<file path="src/rtl/lpde_pkg.sv">
package lpde_pkg;

    localparam int DIST_BITS      = 48;
    localparam int TOL_BITS       = 16;
    localparam int MODE_BITS      = 2;
    localparam int CFG_INDEX_BITS = 2;

    localparam logic [DIST_BITS-1:0] DIST_MAX = {DIST_BITS{1'b1}};

    localparam logic [CFG_INDEX_BITS-1:0] CFG_METRIC_MODE = 2'd0;
    localparam logic [CFG_INDEX_BITS-1:0] CFG_BEST_SO_FAR = 2'd1;
    localparam logic [CFG_INDEX_BITS-1:0] CFG_TOLERANCE   = 2'd2;

    typedef enum logic [MODE_BITS-1:0] {
        MODE_SQ_EUCLID  = 2'd0,
        MODE_MANHATTAN  = 2'd1,
        MODE_CHEBYSHEV  = 2'd2,
        MODE_AVERAGE    = 2'd3
    } metric_t;

    typedef struct packed {
        logic [DIST_BITS-1:0] distance;
        logic                 abandoned;
    } result_t;

endpackage

</file>
<file path="src/rtl/lpde_if.sv">
interface lpde_in_if #(
    parameter int SAMPLE_BITS = 16
);
    logic                          valid;
    logic                          ready;
    logic signed [SAMPLE_BITS-1:0] sample_a;
    logic signed [SAMPLE_BITS-1:0] sample_b;
    logic                          last_item;

    modport source (output valid, output sample_a, output sample_b, output last_item,
                    input ready);
    modport sink   (input valid, input sample_a, input sample_b, input last_item,
                    output ready);
endinterface

interface lpde_out_if;
    logic        valid;
    logic        ready;
    logic [47:0] distance;
    logic        abandoned;

    modport source (output valid, output distance, output abandoned, input ready);
    modport sink   (input valid, input distance, input abandoned, output ready);
endinterface

</file>
<file path="src/rtl/lpde_diff.sv">
module lpde_diff #(
    parameter int SAMPLE_BITS = 16
) (
    input  logic                           clk,
    input  logic                           rst_n,
    lpde_in_if.sink                        samples,
    output logic                           diff_valid,
    input  logic                           diff_ready,
    output logic [SAMPLE_BITS:0]           diff_abs,
    output logic [2*(SAMPLE_BITS+1)-1:0]   diff_sq,
    output logic                           diff_last
);

    localparam int AW = SAMPLE_BITS + 1;
    localparam int QW = 2 * AW;

    logic                          in_valid_reg;
    logic signed [SAMPLE_BITS-1:0] a_reg;
    logic signed [SAMPLE_BITS-1:0] b_reg;
    logic                          in_last_reg;

    logic                          sq_valid_reg;
    logic [AW-1:0]                 abs_reg;
    logic [QW-1:0]                 sq_reg;
    logic                          sq_last_reg;

    logic                          sq_free;
    logic                          in_free;
    logic signed [AW-1:0]          diff;
    logic [AW-1:0]                 abs_next;
    logic [QW-1:0]                 sq_next;

    assign sq_free       = !sq_valid_reg || diff_ready;
    assign in_free       = !in_valid_reg || sq_free;
    assign samples.ready = in_free;

    always_comb
    begin
        diff     = {a_reg[SAMPLE_BITS-1], a_reg} - {b_reg[SAMPLE_BITS-1], b_reg};
        abs_next = diff[AW-1] ? AW'(-diff) : AW'(diff);
        sq_next  = QW'(abs_next) * QW'(abs_next);
    end

    always_ff @(posedge clk or negedge rst_n)
    begin
        if (!rst_n)
        begin
            in_valid_reg <= 1'b0;
            sq_valid_reg <= 1'b0;
        end
        else
        begin
            if (in_free)
                in_valid_reg <= samples.valid;
            if (sq_free)
                sq_valid_reg <= in_valid_reg;
        end
    end

    always_ff @(posedge clk)
    begin
        if (in_free && samples.valid)
        begin
            a_reg       <= samples.sample_a;
            b_reg       <= samples.sample_b;
            in_last_reg <= samples.last_item;
        end
        if (sq_free && in_valid_reg)
        begin
            abs_reg     <= abs_next;
            sq_reg      <= sq_next;
            sq_last_reg <= in_last_reg;
        end
    end

    assign diff_valid = sq_valid_reg;
    assign diff_abs   = abs_reg;
    assign diff_sq    = sq_reg;
    assign diff_last  = sq_last_reg;

endmodule

</file>
<file path="src/rtl/lp_distance_early_abandon.sv">
// Early-abandon distance over a stream of sample pairs.
//
// samples: one request per pair (sample_a, sample_b, last_item), valid/ready.
// result:  one request per finished series (distance, abandoned), valid/ready.
// cfg:     cfg_write/cfg_index/cfg_data; 0 metric mode, 1 best-so-far bound,
//          2 tolerance. Write only while the block is idle.
//
// Throughput: one pair per cycle while no result waits on a stalled result port;
// the running sum, running max and abandon compare are combinational, after a
// registered diff/square stage. A result passes the input register, the square
// register and the result register before it shows on result.valid.
// After an abandon the remaining pairs of the series are accepted and dropped.
// Reset clears the series state, sets mode 0, bound all ones, tolerance 0.
// When result is stalled, pairs that make no result keep flowing; a pair that
// would make a result waits in the pipeline and backpressure reaches samples.
module lp_distance_early_abandon #(
    parameter int SAMPLE_BITS = 16,
    parameter int SUM_BITS    = 48
) (
    input  logic                                  clk,
    input  logic                                  rst_n,
    lpde_in_if.sink                               samples,
    lpde_out_if.source                            result,
    input  logic                                  cfg_write,
    input  logic [lpde_pkg::CFG_INDEX_BITS-1:0]   cfg_index,
    input  logic [lpde_pkg::DIST_BITS-1:0]        cfg_data
);

    import lpde_pkg::*;

    localparam int AW   = SAMPLE_BITS + 1;
    localparam int QW   = 2 * AW;
    localparam int WIDE = (SUM_BITS > QW ? SUM_BITS : QW) + 1;
    localparam int MW   = (AW > TOL_BITS ? AW : TOL_BITS) + 1;
    localparam int DW   = (SUM_BITS > AW ? SUM_BITS : AW) + 1;
    localparam int CW   = (DW > DIST_BITS + 1 ? DW : DIST_BITS + 1) + 1;

    metric_t                mode_reg;
    logic [DIST_BITS-1:0]   bsf_reg;
    logic [TOL_BITS-1:0]    tol_reg;
    logic [DIST_BITS:0]     bound_reg;

    logic [SUM_BITS-1:0]    sum_reg;
    logic [SUM_BITS-1:0]    sum_next;
    logic [AW-1:0]          max_reg;
    logic [AW-1:0]          max_next;
    logic                   skip_reg;

    logic                   res_valid_reg;
    result_t                res_reg;

    logic                   diff_valid;
    logic                   diff_ready;
    logic [AW-1:0]          diff_abs;
    logic [QW-1:0]          diff_sq;
    logic                   diff_last;

    logic [WIDE-1:0]        sum_limit;
    logic [WIDE-1:0]        add_term;
    logic [WIDE-1:0]        add_total;
    logic [DW-1:0]          dist_val;
    logic [CW-1:0]          dist_ext;
    logic                   abandon;
    logic                   emit;
    logic                   fire;

    lpde_diff #(
        .SAMPLE_BITS (SAMPLE_BITS)
    ) u_diff (
        .clk        (clk),
        .rst_n      (rst_n),
        .samples    (samples),
        .diff_valid (diff_valid),
        .diff_ready (diff_ready),
        .diff_abs   (diff_abs),
        .diff_sq    (diff_sq),
        .diff_last  (diff_last)
    );

    // config
    always_ff @(posedge clk or negedge rst_n)
    begin
        if (!rst_n)
        begin
            mode_reg  <= MODE_SQ_EUCLID;
            bsf_reg   <= DIST_MAX;
            tol_reg   <= '0;
            bound_reg <= {1'b0, DIST_MAX};
        end
        else
        begin
            bound_reg <= {1'b0, bsf_reg} + (DIST_BITS + 1)'(tol_reg);
            if (cfg_write)
            begin
                unique case (cfg_index)
                    CFG_METRIC_MODE: mode_reg <= metric_t'(cfg_data[MODE_BITS-1:0]);
                    CFG_BEST_SO_FAR: bsf_reg  <= cfg_data;
                    CFG_TOLERANCE:   tol_reg  <= cfg_data[TOL_BITS-1:0];
                    default:         ;
                endcase
            end
        end
    end

    // accumulate, running max, abandon test
    always_comb
    begin
        sum_limit = WIDE'({SUM_BITS{1'b1}});
        add_term  = (mode_reg == MODE_SQ_EUCLID) ? WIDE'(diff_sq) : WIDE'(diff_abs);
        add_total = WIDE'(sum_reg) + add_term;

        unique case (mode_reg)
            MODE_SQ_EUCLID, MODE_MANHATTAN, MODE_AVERAGE:
                sum_next = (add_total > sum_limit) ? sum_limit[SUM_BITS-1:0]
                                                   : add_total[SUM_BITS-1:0];
            default:
                sum_next = sum_reg;
        endcase

        if ((mode_reg == MODE_CHEBYSHEV || mode_reg == MODE_AVERAGE) &&
            (MW'(diff_abs) > MW'(max_reg) + MW'(tol_reg)))
            max_next = diff_abs;
        else
            max_next = max_reg;

        unique case (mode_reg)
            MODE_CHEBYSHEV: dist_val = DW'(max_next);
            MODE_AVERAGE:   dist_val = (DW'(sum_next) + DW'(max_next)) >> 1;
            default:        dist_val = DW'(sum_next);
        endcase

        dist_ext = CW'(dist_val);
        abandon  = (mode_reg != MODE_AVERAGE) && (dist_ext > CW'(bound_reg));
        emit     = !skip_reg && (abandon || diff_last);
    end

    assign diff_ready = !emit || !res_valid_reg || result.ready;
    assign fire       = diff_valid && diff_ready;

    // series state
    always_ff @(posedge clk or negedge rst_n)
    begin
        if (!rst_n)
        begin
            sum_reg  <= '0;
            max_reg  <= '0;
            skip_reg <= 1'b0;
        end
        else if (fire)
        begin
            if (diff_last)
            begin
                sum_reg  <= '0;
                max_reg  <= '0;
                skip_reg <= 1'b0;
            end
            else if (!skip_reg)
            begin
                sum_reg  <= sum_next;
                max_reg  <= max_next;
                skip_reg <= abandon;
            end
        end
    end

    // result register
    always_ff @(posedge clk or negedge rst_n)
    begin
        if (!rst_n)
            res_valid_reg <= 1'b0;
        else if (fire && emit)
            res_valid_reg <= 1'b1;
        else if (result.ready)
            res_valid_reg <= 1'b0;
    end

    always_ff @(posedge clk)
    begin
        if (fire && emit)
        begin
            res_reg.distance  <= (dist_ext > CW'(DIST_MAX)) ? DIST_MAX
                                                             : dist_ext[DIST_BITS-1:0];
            res_reg.abandoned <= abandon;
        end
    end

    assign result.valid     = res_valid_reg;
    assign result.distance  = res_reg.distance;
    assign result.abandoned = res_reg.abandoned;

endmodule

</file>
<file path="src/flat_wrapper.sv">
// flat-port wrapper written by rule: the top's interface ports become plain ports
module lp_distance_early_abandon_flat import lpde_pkg::*;
#(
    parameter int SAMPLE_BITS = 16,
    parameter int SUM_BITS    = 48
)
  (clk, rst_n, cfg_write, cfg_index, cfg_data, samples_valid, samples_sample_a, samples_sample_b, samples_last_item, samples_ready, result_valid, result_distance, result_abandoned, result_ready);
  lpde_in_if #(.SAMPLE_BITS(SAMPLE_BITS)) samples_i ();
  lpde_out_if result_i ();
  input  logic clk;
  input  logic rst_n;
  input  logic cfg_write;
  input  logic [lpde_pkg::CFG_INDEX_BITS-1:0] cfg_index;
  input  logic [lpde_pkg::DIST_BITS-1:0] cfg_data;
  input wire logic [$bits(samples_i.valid)-1:0] samples_valid;
  input wire logic [$bits(samples_i.sample_a)-1:0] samples_sample_a;
  input wire logic [$bits(samples_i.sample_b)-1:0] samples_sample_b;
  input wire logic [$bits(samples_i.last_item)-1:0] samples_last_item;
  output wire logic [$bits(samples_i.ready)-1:0] samples_ready;
  output wire logic [$bits(result_i.valid)-1:0] result_valid;
  output wire logic [$bits(result_i.distance)-1:0] result_distance;
  output wire logic [$bits(result_i.abandoned)-1:0] result_abandoned;
  input wire logic [$bits(result_i.ready)-1:0] result_ready;
  assign samples_i.valid = samples_valid;
  assign samples_i.sample_a = samples_sample_a;
  assign samples_i.sample_b = samples_sample_b;
  assign samples_i.last_item = samples_last_item;
  assign samples_ready = samples_i.ready;
  assign result_valid = result_i.valid;
  assign result_distance = result_i.distance;
  assign result_abandoned = result_i.abandoned;
  assign result_i.ready = result_ready;
  lp_distance_early_abandon #(.SAMPLE_BITS(SAMPLE_BITS), .SUM_BITS(SUM_BITS)) u_core (.clk(clk), .rst_n(rst_n), .samples(samples_i), .result(result_i), .cfg_write(cfg_write), .cfg_index(cfg_index), .cfg_data(cfg_data));
endmodule
</file>
<file path="config.mk">
export PLATFORM = sky130hd
export DESIGN_NAME = lp_distance_early_abandon_flat
export DESIGN_NICKNAME = d
export VERILOG_FILES = /design/src/rtl/lpde_pkg.sv /design/src/rtl/lpde_if.sv /design/src/rtl/lpde_diff.sv /design/src/rtl/lp_distance_early_abandon.sv /design/src/flat_wrapper.sv
export SDC_FILE = /design/constraint.sdc
export NUM_CORES = 1
export LEC_CHECK = 0
export ABC_AREA = 1
export BUFFER_PORTS_ARGS = -buffer_cell sky130_fd_sc_hd__buf_2
export CORE_ASPECT_RATIO = 1.75
export CORE_MARGIN = 2
export CORE_UTILIZATION = 41
export CTS_CLUSTER_SIZE = 8
export DETAILED_ROUTE_END_ITERATION = 7
export SYNTH_ARGS = -nofsm -noshare
export SYNTH_HDL_FRONTEND = slang
export SYNTH_SLANG_ARGS = --single-unit
</file>
<file path="constraint.sdc">
create_clock -name clk -period 11.2 [get_ports clk]
set_clock_uncertainty 0.1 [all_clocks]
set_input_delay 1.12 -clock clk [delete_from_list [all_inputs] [get_ports clk]]
set_output_delay 1.12 -clock clk [all_outputs]
set_load 0.1 [all_outputs]
</file>
# Word-level counts from Yosys, hierarchy flattened
# Cells that the tools add are included.
[word_totals]
register_bits = 318
output_inout_bits = 51
[classes]
n_addsub = 6
mul = 1
n_lt_le_gt_ge = 4
eq_ne = 7
n_mux = 14
n_reduce_logical = 26
[op_table]
columns = ["operator", "n"]
rows = [
  ["$mux 48", 4],
  ["$pmux 48 s2", 1],
  ["$mux 17", 4],
  ["$add 48x16->49", 1],
  ["$add 48x17->49", 1],
  ["$add 48x49->49", 1],
  ["$gt 48x49->1", 1],
  ["$gt 49x48->1 const B", 1],
  ["$gt 48x48->1 const B", 1],
  ["$mul 17x17->34", 1],
  ["$mux 34", 1],
  ["$add 17x16->18", 1],
  ["$gt 17x18->1", 1],
  ["$neg 17->17", 1],
  ["$sub 16x16->17", 1],
  ["$reduce_and 2->1", 4],
  ["$logic_and 1x1->1", 7],
  ["$eq 2x2->1 const B", 3],
  ["$logic_or 1x1->1", 6],
  ["$logic_not 1->1", 5],
  ["$eq 2x1->1 const B", 2],
  ["$logic_not 2->1", 2],
  ["$mux 1", 4],
  ["$ne 2x2->1 const B", 2],
  ["2 further kinds", 2],
]

# Longest topological paths before layout
# Gate-level depths: netlist (run 1).
[depth]
ltp_word = 18
mapped_depth = 59

# Cells and area by module
# From an unflattened synthesis (run 1), not the netlist that was laid out.
[hier_totals]
cells_unflattened = 4099
area_unflattened_um2 = 31268.7
[by_module_without_submodules]
columns = ["mod", "instances", "cells_per_inst", "area_each_um2"]
rows = [
  ["lp_distance_early_abandon", 1, 2684, 18674.2],
  ["lpde_diff", 1, 1415, 12594.6],
]

# Worst setup path after synthesis (run 1)
# Ideal clock, no wire load.
[synth_timing]
kind = "register -> register"
from = "reg u_core.max_reg[0]"
to = "reg u_core.u_diff.a_reg[0] (enable)"
setup_ps = 406
t_arrival_ps = 8843
slack_ps = 1851
path_stages_with_launch = 53
n_path_buf = 0
period_less_slack_ps = 9349
cell_sequence = "dfrtp_1 > ha_1 > fa_1 > nand3_1 > nand2_1 > nand2_1 > o211ai_1 > a21oi_1 > o21bai_1 > nand3_1 > nand2_1 > a21oi_1 > o21bai_1 > a21oi_1 > o21ai_0 > xor2_1 > ha_1 > nand3_1 > [17 not listed] > nand2_2 > nor2_4 > nand2_1 > nor2_1 > o21ai_1 > ha_1 > nand2_1 > inv_1 > nand3_1 > nor4_1 > and3_1 > nand2_1 > nand3_1 > nand2_1 > nand2_1 > nand4_1 > nand2_1 > inv_1"
[synth_between]
elab_chain_cells = 16
[synth_rtl]
columns = ["element", "line_no", "text"]
rows = [
  ["start, declared", "lp_distance_early_abandon.sv:45", "logic [AW-1:0] max_reg;"],
  ["start signal, assigned", "lp_distance_early_abandon.sv:160", "max_reg <= max_next;"],
  ["$add 17x16->18", "lp_distance_early_abandon.sv:121", "(MW'(diff_abs) > MW'(max_reg) + MW'(tol_reg)))"],
  ["$gt 17x18->1", "lp_distance_early_abandon.sv:121", ""],
  ["$logic_and 1x1->1", "lp_distance_early_abandon.sv:120", "if ((mode_reg == MODE_CHEBYSHEV || mode_reg == MODE_AVERAGE) &&"],
  ["$mux 17 *", "lp_distance_early_abandon.sv:120", ""],
  ["$add 48x17->49 *", "lp_distance_early_abandon.sv:128", "MODE_AVERAGE: dist_val = (DW'(sum_next) + DW'(max_next)) >> 1;"],
  ["$pmux 48 s2 *", "lp_distance_early_abandon.sv:126", "unique case (mode_reg)"],
  ["via u_core.dist_val[43]", "lp_distance_early_abandon.sv:61", "logic [DW-1:0] dist_val;"],
  ["$gt 48x49->1 *", "lp_distance_early_abandon.sv:133", "abandon = (mode_reg != MODE_AVERAGE) && (dist_ext > CW'(bound_reg));"],
  ["$logic_and 1x1->1 *", "lp_distance_early_abandon.sv:133", ""],
  ["$logic_or 1x1->1 *", "lp_distance_early_abandon.sv:134", "emit = !skip_reg && (abandon || diff_last);"],
  ["$logic_and 1x1->1 *", "lp_distance_early_abandon.sv:134", ""],
  ["$logic_not 1->1 *", "lp_distance_early_abandon.sv:137", "assign diff_ready = !emit || !res_valid_reg || result.ready;"],
  ["$logic_or 1x1->1 * (2 in series)", "lp_distance_early_abandon.sv:137", ""],
  ["$logic_or 1x1->1 *", "lpde_diff.sv:33", "assign sq_free = !sq_valid_reg || diff_ready;"],
  ["$logic_or 1x1->1 *", "lpde_diff.sv:34", "assign in_free = !in_valid_reg || sq_free;"],
  ["via samples_ready", "flat_wrapper.sv:19", "output wire logic [$bits(samples_i.ready)-1:0] samples_ready;"],
  ["$logic_and 1x1->1 *", "lpde_diff.sv:62", "if (in_free && samples.valid)"],
  ["end signal, assigned", "lpde_diff.sv:64", "a_reg <= samples.sample_a;"],
  ["end, declared", "lpde_diff.sv:18", "logic signed [SAMPLE_BITS-1:0] a_reg;"],
]
# The timed path passes the listed nets; every way through them passes the cells marked *.
# A chain may end at the register's enable or synchronous reset.

# Worst setup path after layout (run 1)
[layout_timing]
from = "reg u_core.max_reg[0]"
to = "out samples_ready"
[layout_between]
elab_chain_cells = 15
[layout_rtl]
columns = ["element", "line_no"]
rows = [
  ["$add 17x16->18", "lp_distance_early_abandon.sv:121"],
  ["$gt 17x18->1", "lp_distance_early_abandon.sv:121"],
  ["$logic_and 1x1->1", "lp_distance_early_abandon.sv:120"],
  ["$mux 17 *", "lp_distance_early_abandon.sv:120"],
  ["$add 48x17->49 *", "lp_distance_early_abandon.sv:128"],
  ["$pmux 48 s2 *", "lp_distance_early_abandon.sv:126"],
  ["via u_core.dist_val[29]", "lp_distance_early_abandon.sv:61"],
  ["$gt 48x49->1 *", "lp_distance_early_abandon.sv:133"],
  ["$logic_and 1x1->1 *", "lp_distance_early_abandon.sv:133"],
  ["$logic_or 1x1->1 *", "lp_distance_early_abandon.sv:134"],
  ["$logic_and 1x1->1 *", "lp_distance_early_abandon.sv:134"],
  ["$logic_not 1->1 *", "lp_distance_early_abandon.sv:137"],
  ["$logic_or 1x1->1 * (2 in series)", "lp_distance_early_abandon.sv:137"],
  ["$logic_or 1x1->1 *", "lpde_diff.sv:33"],
  ["$logic_or 1x1->1 *", "lpde_diff.sv:34"],
  ["end, declared", "flat_wrapper.sv:19"],
]
# Marks and branches as above.

==> results of run 1 <==
==> worst paths after layout <==
kind                                            from                   endpoint  cells after the start
max in group asynchronous                      rst_n            u_core.skip_reg                      2
max                                u_core.max_reg[0]              samples_ready                     46
max reg2reg                   u_core.u_diff.a_reg[0]  u_core.u_diff.diff_sq[30]                     38
min in group asynchronous                      rst_n       u_core.bound_reg[48]                      1
min reg2reg                u_core.u_diff.in_last_reg    u_core.u_diff.diff_last                      0
min                        u_core.u_diff.in_last_reg    u_core.u_diff.diff_last                      0
==> Yosys cell counts (8+ instances only) <==
| master | n | area share (%) |
|---|---|---|
| a21o_1 | 10 | 0.25 |
| a21oi_1 | 210 | 3.5 |
| a31oi_1 | 9 | 0.19 |
| buf_2 | 18 | 0.30 |
| clkbuf_1 | 50 | 0.62 |
| dfrtp_1 | 88 | 7.3 |
| dfstp_2 | 96 | 8.4 |
| edfxtp_1 | 132 | 13 |
| fa_1 | 197 | 13 |
| ha_1 | 269 | 11 |
| inv_1 | 692 | 8.6 |
| inv_2 | 14 | 0.17 |
| mux2_2 | 17 | 0.64 |
| nand2_1 | 848 | 11 |
| nand2_2 | 11 | 0.23 |
| nand3_1 | 138 | 2.3 |
| nand3b_1 | 12 | 0.30 |
| nand4_1 | 44 | 0.91 |
| nor2_1 | 371 | 4.6 |
| nor2_2 | 14 | 0.29 |
| nor3_1 | 46 | 0.76 |
| nor4_1 | 15 | 0.31 |
| o21a_1 | 8 | 0.20 |
| o21ai_0 | 194 | 3.2 |
| o21ai_1 | 50 | 0.83 |
| o21ai_2 | 9 | 0.26 |
| o21bai_1 | 14 | 0.35 |
| o221ai_1 | 15 | 0.44 |
| o22ai_1 | 11 | 0.23 |
| or2_2 | 8 | 0.17 |
| xnor2_1 | 55 | 1.6 |
| xor2_1 | 91 | 2.6 |
==> critical path, delay by kind of cell (launching register included) <==
kind / cells / cell delay (ns)
compound gates: 16 / 2.63
fa+ha+maj: 5 / 1.77
flops: 1 / 0.39
buf+inv: 4 / 0.65
xor+xnor: 1 / 0.16
simple gates: 20 / 2.87
==> repair_timing <==
item | CTS | global route
setup buffers | 0 | 3
endpoints found under the setup margin | 0 | 34
resized for setup | 0 | 15
==> area by class of cell <==
type / instances / area [µm²] / share of cell area, %
Multi-Input combinational cell: 2744 / 18500 / 55.5
Sequential cell: 316 / 8690 / 26.0
Inverter: 710 / 2670 / 7.99
Clock buffer: 75 / 1270 / 3.80
Tap cell: 931 / 1160 / 3.49
Timing Repair Buffer: 178 / 1040 / 3.11
Clock inverter: 4 / 47.5 / 0.142
==> cell families (layout without fill, tap and decap cells) <==
kind of cell             after synthesis  after routing
AO/OA/AOI/OAI                        566            566
XOR/XNOR                             147            147
adder cells (fa/ha/maj)              466            466
AND/OR/NAND/NOR                     1537           1537
buffers and inverters                783            967
other                                  2             11
multiplexers                          17             17
flip-flops                           316            316
==> metal layers <==
layer / wire, µm / vias up
met5: 0 / -
met4: 7820 / 0
met3: 3220 / 291
met2: 52100 / 628
met1: 33300 / 12200
li1: - / 12500
==> through the flow <==
| stage | setup slack (ns) | std cells | util (%) |
|---|---|---|---|
| floorplan | 1.85 | 3843 | - |
| global route | 0.0247 | 4958 | 45.9 |
| global placement | 0.949 | 4876 | 44.0 |
| detailed placement | 0.874 | 4876 | 44.0 |
| finish | 0.894 | 4958 | 45.9 |
| CTS | 0.179 | 4955 | 45.8 |
==> impl_metrics.env, run 1 <==
export IMPL_hold_path_class="reg -> reg"
export IMPL_path_clk_slew_ns=0.05
export IMPL_grt_overflow=0
export IMPL_layout_drive_gt1_share_pct=11.0
export IMPL_setup_viol=0
export IMPL_yosysWarnings=0
export IMPL_grtUsageTotal_pct=25.7
export IMPL_synth_flop_cell="edfxtp_1"
export IMPL_syn_to_final_growth_pct=11.0
export IMPL_fmax_ghz=0.0970
export IMPL_synth_top_family_by_area="adder cells"
export IMPL_antennaDiodeCount=0
export IMPL_clkSinkCount=316
export IMPL_drc=0
export IMPL_antenna_found_initial=1
export IMPL_clockBufferDepth=3
export IMPL_status="completed"
export IMPL_syn_cell_area_mm2=0.0301
export IMPL_r2r_slack_ns=1.39
export IMPL_end_kind="output pin"
export IMPL_io_pins=139
export IMPL_port_buffers=138
export IMPL_met2_usage_pct=49.6
export IMPL_ys_ff_latch=316
export IMPL_synth_compound_area_share_pct=10.5
export IMPL_crit_top_cell="nand2_1"
export IMPL_die_x_um=209
export IMPL_synth_edf_count=132
export IMPL_via_count=25700
export IMPL_synthXorXnorAreaFrac_pct=4.30
export IMPL_worstPathArrival_ns=9.09
export IMPL_fin_area_mm2=0.0334
export IMPL_final_common_cell="nand2_1"
export IMPL_critPathSlowestCell="fa_1"
export IMPL_rsz0062_at_grt="no"
export IMPL_muxShareOfSynthArea_pct=0.636
export IMPL_startpoint_type="flip-flop"
export IMPL_period_needed_ns=10.31
export IMPL_whs_ns=0.318
export IMPL_finalSetupTns_ns=0
export IMPL_met1_usage_pct=25.6
export IMPL_grt_pass1_wl_mm=148
export IMPL_gp_congestion=0.985
export IMPL_drv_cap=0
export IMPL_drv_slew=0
export IMPL_synth_cell_type_count=66
export IMPL_cts_root_buf="clkbuf_16"
export IMPL_insertion_delay_ns=0.60
export IMPL_async_reset_ff_share_pct=58.2
export IMPL_grt_pass1_vias=26500
export IMPL_grt_most_used_layer="met2"
export IMPL_finalCritPeriodShare_pct=92.0
export IMPL_die_y_um=362
export IMPL_dr_first_iter_drc_count=1383
export IMPL_die_area_mm2=0.0757
export IMPL_synth_area_per_cell_um2=7.85
export IMPL_worstPathRequired_ns=9.98
export IMPL_h_tree_depth=2
export IMPL_cts_tree="yes"
export IMPL_core_area_mm2=0.0728
export IMPL_fill_cells=7527
export IMPL_start_util_pct=41.4
export IMPL_met3_usage_pct=2.53
export IMPL_maxSlewHeadroom_pct=23.0
export IMPL_row_count=131
export IMPL_dpl_hpwl_mm=79.7
export IMPL_synthSimpleGateAreaFrac_pct=21.5
export IMPL_most_common_layout_cells="nand2_1, inv_1, nor2_1, ha_1, a21oi_1"
export IMPL_syn_instance_count=3834
export IMPL_largest_register_ffs=49
export IMPL_ant_nets=0
export IMPL_synth_adder_area_share_pct=24.3
export IMPL_wl_per_cell_um=19.4
export IMPL_grt_max_degree=95
export IMPL_cp_max_fo=7
export IMPL_final_nets=4550
export IMPL_wl_mm=96.4
export IMPL_tightest_slew_ns=1.15
export IMPL_hold_violations=0
export IMPL_first_pass_iters=6
export IMPL_via_per_inst=5.18
export IMPL_placed_cell_area_mm2=0.0320
export IMPL_cts_hold_buffers=0
export IMPL_synth_yosys_seq_area_share_pct=28.9
export IMPL_worstSetupPathType="reg -> out"
export IMPL_crit_path_max_incr_delay_ns=0.46
export IMPL_cts_buffers=46
Power of run 1 is left out: the tool's default activity adds up to more than one toggle a clock period on the data nets, which glitch-free logic cannot reach.
==> run 2, diff against run 1 <==
clock period = 11.5 ns   (was 11.2 ns; I/O delays follow)
==> impl_metrics.env, run 2 (same netlist as run 1, synthesis figures left out) <==
export IMPL_layout_drive_gt1_share_pct=10.7
export IMPL_min_path_cells=0
export IMPL_worstSetupPathType="reg -> out"
export IMPL_worstPathArrival_ns=9.38
export IMPL_place_ws_ns=1.13
export IMPL_finalSetupTns_ns=0
export IMPL_startpoint_type="flip-flop"
export IMPL_r2r_slack_ns=1.49
export IMPL_via_per_inst=5.18
export IMPL_core_area_mm2=0.0728
export IMPL_grtUsageTotal_pct=25.7
export IMPL_die_area_mm2=0.0757
export IMPL_start_util_pct=41.4
export IMPL_h_tree_depth=2
export IMPL_die_x_um=209
export IMPL_syn_to_final_growth_pct=10.8
export IMPL_layout_setup_ws_ns=0.867
export IMPL_grt_overflow=0
export IMPL_wl_mm=96.4
export IMPL_hold_violations=0
export IMPL_cp_top_family="simple AND/OR/NAND/NOR gates"
export IMPL_finalCritPeriodShare_pct=92.5
export IMPL_final_common_cell="nand2_1"
export IMPL_drv_cap=0
export IMPL_period_needed_ns=10.63
export IMPL_r2r_end="u_core.sum_reg[27]"
export IMPL_path_clk_slew_ns=0.05
export IMPL_antennaDiodeCount=0
export IMPL_setup_viol=0
export IMPL_tightest_slew_ns=1.12
export IMPL_grt_pass1_vias=26700
export IMPL_drv_slew=0
export IMPL_most_common_layout_cells="nand2_1, inv_1, nor2_1, ha_1, a21oi_1"
export IMPL_rr_worst_depth=51
export IMPL_hp_start="u_core.u_diff.in_last_reg"
export IMPL_dr_first_iter_drc_count=1328
export IMPL_antenna_found_initial=0
export IMPL_hold_path_class="reg -> reg"
export IMPL_dpl_hpwl_mm=80.5
export IMPL_final_nets=4542
export IMPL_clockBufferDepth=3
export IMPL_grt_max_degree=80
export IMPL_critPathSlowestCell="fa_1"
export IMPL_cts_root_buf="clkbuf_16"
export IMPL_worstPathRequired_ns=10.25
export IMPL_first_pass_iters=8
export IMPL_row_count=131
export IMPL_end_kind="output pin"
export IMPL_cts_buffers=46
export IMPL_largest_register_ffs=49
export IMPL_cp_max_fo=9
export IMPL_io_pins=139
export IMPL_ant_nets=0
export IMPL_cts_hold_buffers=0
export IMPL_r2r_start="u_core.max_reg[0]"
export IMPL_cp_buffers_inverters=5
export IMPL_maxSlewHeadroom_pct=25.1
export IMPL_crit_top_cell="nand2_1"
export IMPL_die_y_um=362
export IMPL_crit_path_max_incr_delay_ns=0.47
export IMPL_port_buffers=138
export IMPL_grt_pass1_wl_mm=148
export IMPL_gp_congestion=0.986
export IMPL_drc=0
export IMPL_rsz0062_at_grt="no"
export IMPL_via_count=25700
export IMPL_clkSinkCount=316
export IMPL_holdPathEnd="u_core.u_diff.diff_last"
export IMPL_status="completed"
export IMPL_cts_tree="yes"
export IMPL_wl_per_cell_um=19.5
export IMPL_insertion_delay_ns=0.59
export IMPL_fmax_ghz=0.0940
run 2: area by class of cell:
type / count / area, µm²
Tap cell: 931 / 1160
Fill cell: 7519 / 39400
Clock buffer: 77 / 1300
Multi-Input combinational cell: 2744 / 18500
Timing Repair Buffer: 170 / 971
Sequential cell: 316 / 8690
Clock inverter: 3 / 43.8
Inverter: 710 / 2670
run 2: how the worst max path moves through the flow:
stage / from / to / depth (start not counted)
4_1_cts: u_core.max_reg[0] / samples_ready / 51
2_1_floorplan: u_core.max_reg[0] / u_core.u_diff.a_reg[0] / 52
3_5_place_dp: u_core.max_reg[0] / samples_ready / 51
6_report: u_core.max_reg[0] / samples_ready / 51
3_3_place_gp: u_core.max_reg[0] / samples_ready / 46
5_1_grt: u_core.max_reg[0] / samples_ready / 51
run 2: metrics by stage:
step                      utilization [%]  hold WS [ns]  instances  cell area [µm²]
after floorplan                         -         0.300       3843            30100
after global placement               44.0         0.304       4871            32000
after detailed placement             44.0         0.309       4871            32000
after CTS                            45.8         0.321       4951            33300
after global routing                 45.8         0.324       4951            33400
final                                45.8         0.325       4951            33400
run 2: worst register-to-register path: cells and delay by family, from the launching register on:
kind / cells / cell delay, ns
AO/OA/AOI/OAI: 17 / 3.03
AND/OR/NAND/NOR: 23 / 3.55
buffers and inverters: 5 / 0.95
XOR/XNOR: 1 / 0.16
adder cells (fa/ha/maj): 5 / 1.75
flip-flops: 1 / 0.39
run 2: repair_timing:
action                     CTS  global route
setup endpoints to repair    0             1
buffers inserted             0             0
gates resized for setup      0             8
run 2: routing by layer:
layer  up-vias  wire length [µm]  global-route usage (%)
met3       305              2920                    2.44
met2       674             51800                    49.5
met1     12100             33200                    25.3
met4         0              8530                    18.9
li1      12500                 -                       -
met5         -                 0                       0
Power of run 2 is left out for the same reason.
==> run 3, diff against run 2 <==
RECOVER_POWER = 50   (was unset)
SKIP_CTS_REPAIR_TIMING = 1   (was unset)
==> impl_metrics.env, run 3 (same netlist as run 1, synthesis figures left out) <==
export IMPL_status="finished, violations left"
export IMPL_violations="max-capacitance violations, max-slew violations"
export IMPL_syn_to_final_growth_pct=10.6
export IMPL_stdcell_count=4951
export IMPL_crit_cells=51
export IMPL_rsz0062_at_grt="no"
export IMPL_hp_start="u_core.u_diff.in_last_reg"
export IMPL_cp_buffers_inverters=5
export IMPL_grt_pass1_vias=26700
export IMPL_die_y_um=362
export IMPL_cts_root_buf="clkbuf_16"
export IMPL_final_common_cell="nand2_1"
export IMPL_grt_max_degree=80
export IMPL_dr_first_iter_drc_count=1277
export IMPL_path_clk_slew_ns=0.06
export IMPL_core_area_mm2=0.0728
export IMPL_crit_top_cell="nand2_1"
export IMPL_period_needed_ns=10.63
export IMPL_setup_viol=0
export IMPL_start_util_pct=41.4
export IMPL_clockBufferDepth=3
export IMPL_gp_congestion=0.986
export IMPL_fill_cells=7530
export IMPL_finalSetupTns_ns=0
export IMPL_worstPathArrival_ns=9.38
export IMPL_dpl_hpwl_mm=80.5
export IMPL_port_buffers=138
export IMPL_cp_top_family="simple AND/OR/NAND/NOR gates"
export IMPL_startpoint="u_core.tol_reg[0]"
export IMPL_layout_drive_gt1_share_pct=9.48
export IMPL_drc=0
export IMPL_crit_path_max_incr_delay_ns=0.47
export IMPL_multi_input_area_mm2=0.0185
export IMPL_insertion_delay_ns=0.59
export IMPL_r2r_slack_ns=1.51
export IMPL_finalCritPeriodShare_pct=92.4
export IMPL_row_count=131
export IMPL_most_common_layout_cells="nand2_1, inv_1, nor2_1, ha_1, a21oi_1"
export IMPL_via_count=25600
export IMPL_register_area_mm2=0.00869
export IMPL_via_per_inst=5.18
export IMPL_end_kind="output pin"
export IMPL_tightest_slew_ns=3.99
export IMPL_cts_tree="yes"
export IMPL_wl_per_cell_um=19.5
export IMPL_die_x_um=209
export IMPL_ant_nets=0
export IMPL_drv_cap=4
export IMPL_r2r_start="u_core.tol_reg[0]"
export IMPL_drv_slew=269
export IMPL_crit_end="samples_ready"
export IMPL_maxSlewHeadroom_pct=-166
export IMPL_h_tree_depth=2
export IMPL_critPathSlowestCell="fa_1"
export IMPL_clkSinkCount=316
export IMPL_wl_mm=96.5
export IMPL_dp_cells=4871
export IMPL_r2r_end="u_core.sum_reg[27]"
export IMPL_hold_path_class="reg -> reg"
export IMPL_cts_buffers=46
export IMPL_largest_register_ffs=49
export IMPL_worstPathRequired_ns=10.25
export IMPL_startpoint_type="flip-flop"
export IMPL_io_pins=139
export IMPL_hold_violations=0
export IMPL_grt_overflow=0
export IMPL_antenna_found_initial=0
export IMPL_grtUsageTotal_pct=25.7
export IMPL_fmax_ghz=0.0941
export IMPL_die_area_mm2=0.0757
export IMPL_grt_pass1_wl_mm=148
export IMPL_antennaDiodeCount=0
export IMPL_first_pass_iters=7
export IMPL_cp_max_fo=9
export IMPL_worstSetupPathType="reg -> out"
export IMPL_final_nets=4542
export IMPL_rr_worst_depth=51
==> run 3: cell types whose count changed in the layout (fill, tap and decap cells not counted), sizes merged <==
cell and delta:
buf -45, clkbuf +45
==> run 3: area by class of cell <==
class                   count  share of cell area [%]
clock inverters             3                   0.132
multi-input cells        2744                    55.6
flip-flops and latches    316                    26.1
repair buffers            170                    2.70
inverters                 710                    8.02
clock buffers              77                    3.90
well taps                 931                    3.50
==> run 3: metrics by stage <==
stage	utilization [%]	instance area, µm²	setup slack (ns)	hold slack, ns
after global placement	44.0	32000	1.29	0.304
after CTS	45.8	33300	0.456	0.321
final	45.7	33300	0.871	0.321
after floorplan	-	30100	2.15	0.300
after detailed placement	44.0	32000	1.13	0.309
after global routing	45.7	33300	0.0331	0.324
==> run 3: metal layers <==
metal	share of wire, %	track usage [%]	vias up
met4	8.9	18.9	0
met5	0	0	-
met1	34	25.3	12100
li1	-	-	12500
met3	3.2	2.44	308
met2	54	49.5	670
==> run 3: worst min path at each step <==
stage | endpoint | slack (ns) | depth (start not counted)
after floorplan | u_core.u_diff.diff_last | 0.30 | 0
after global placement | u_core.u_diff.diff_last | 0.30 | 0
after detailed placement | u_core.u_diff.diff_last | 0.31 | 0
after CTS | u_core.u_diff.diff_last | 0.32 | 0
after global routing | u_core.u_diff.diff_last | 0.32 | 0
final | u_core.u_diff.diff_last | 0.32 | 0
Power of run 3 is left out for the same reason.
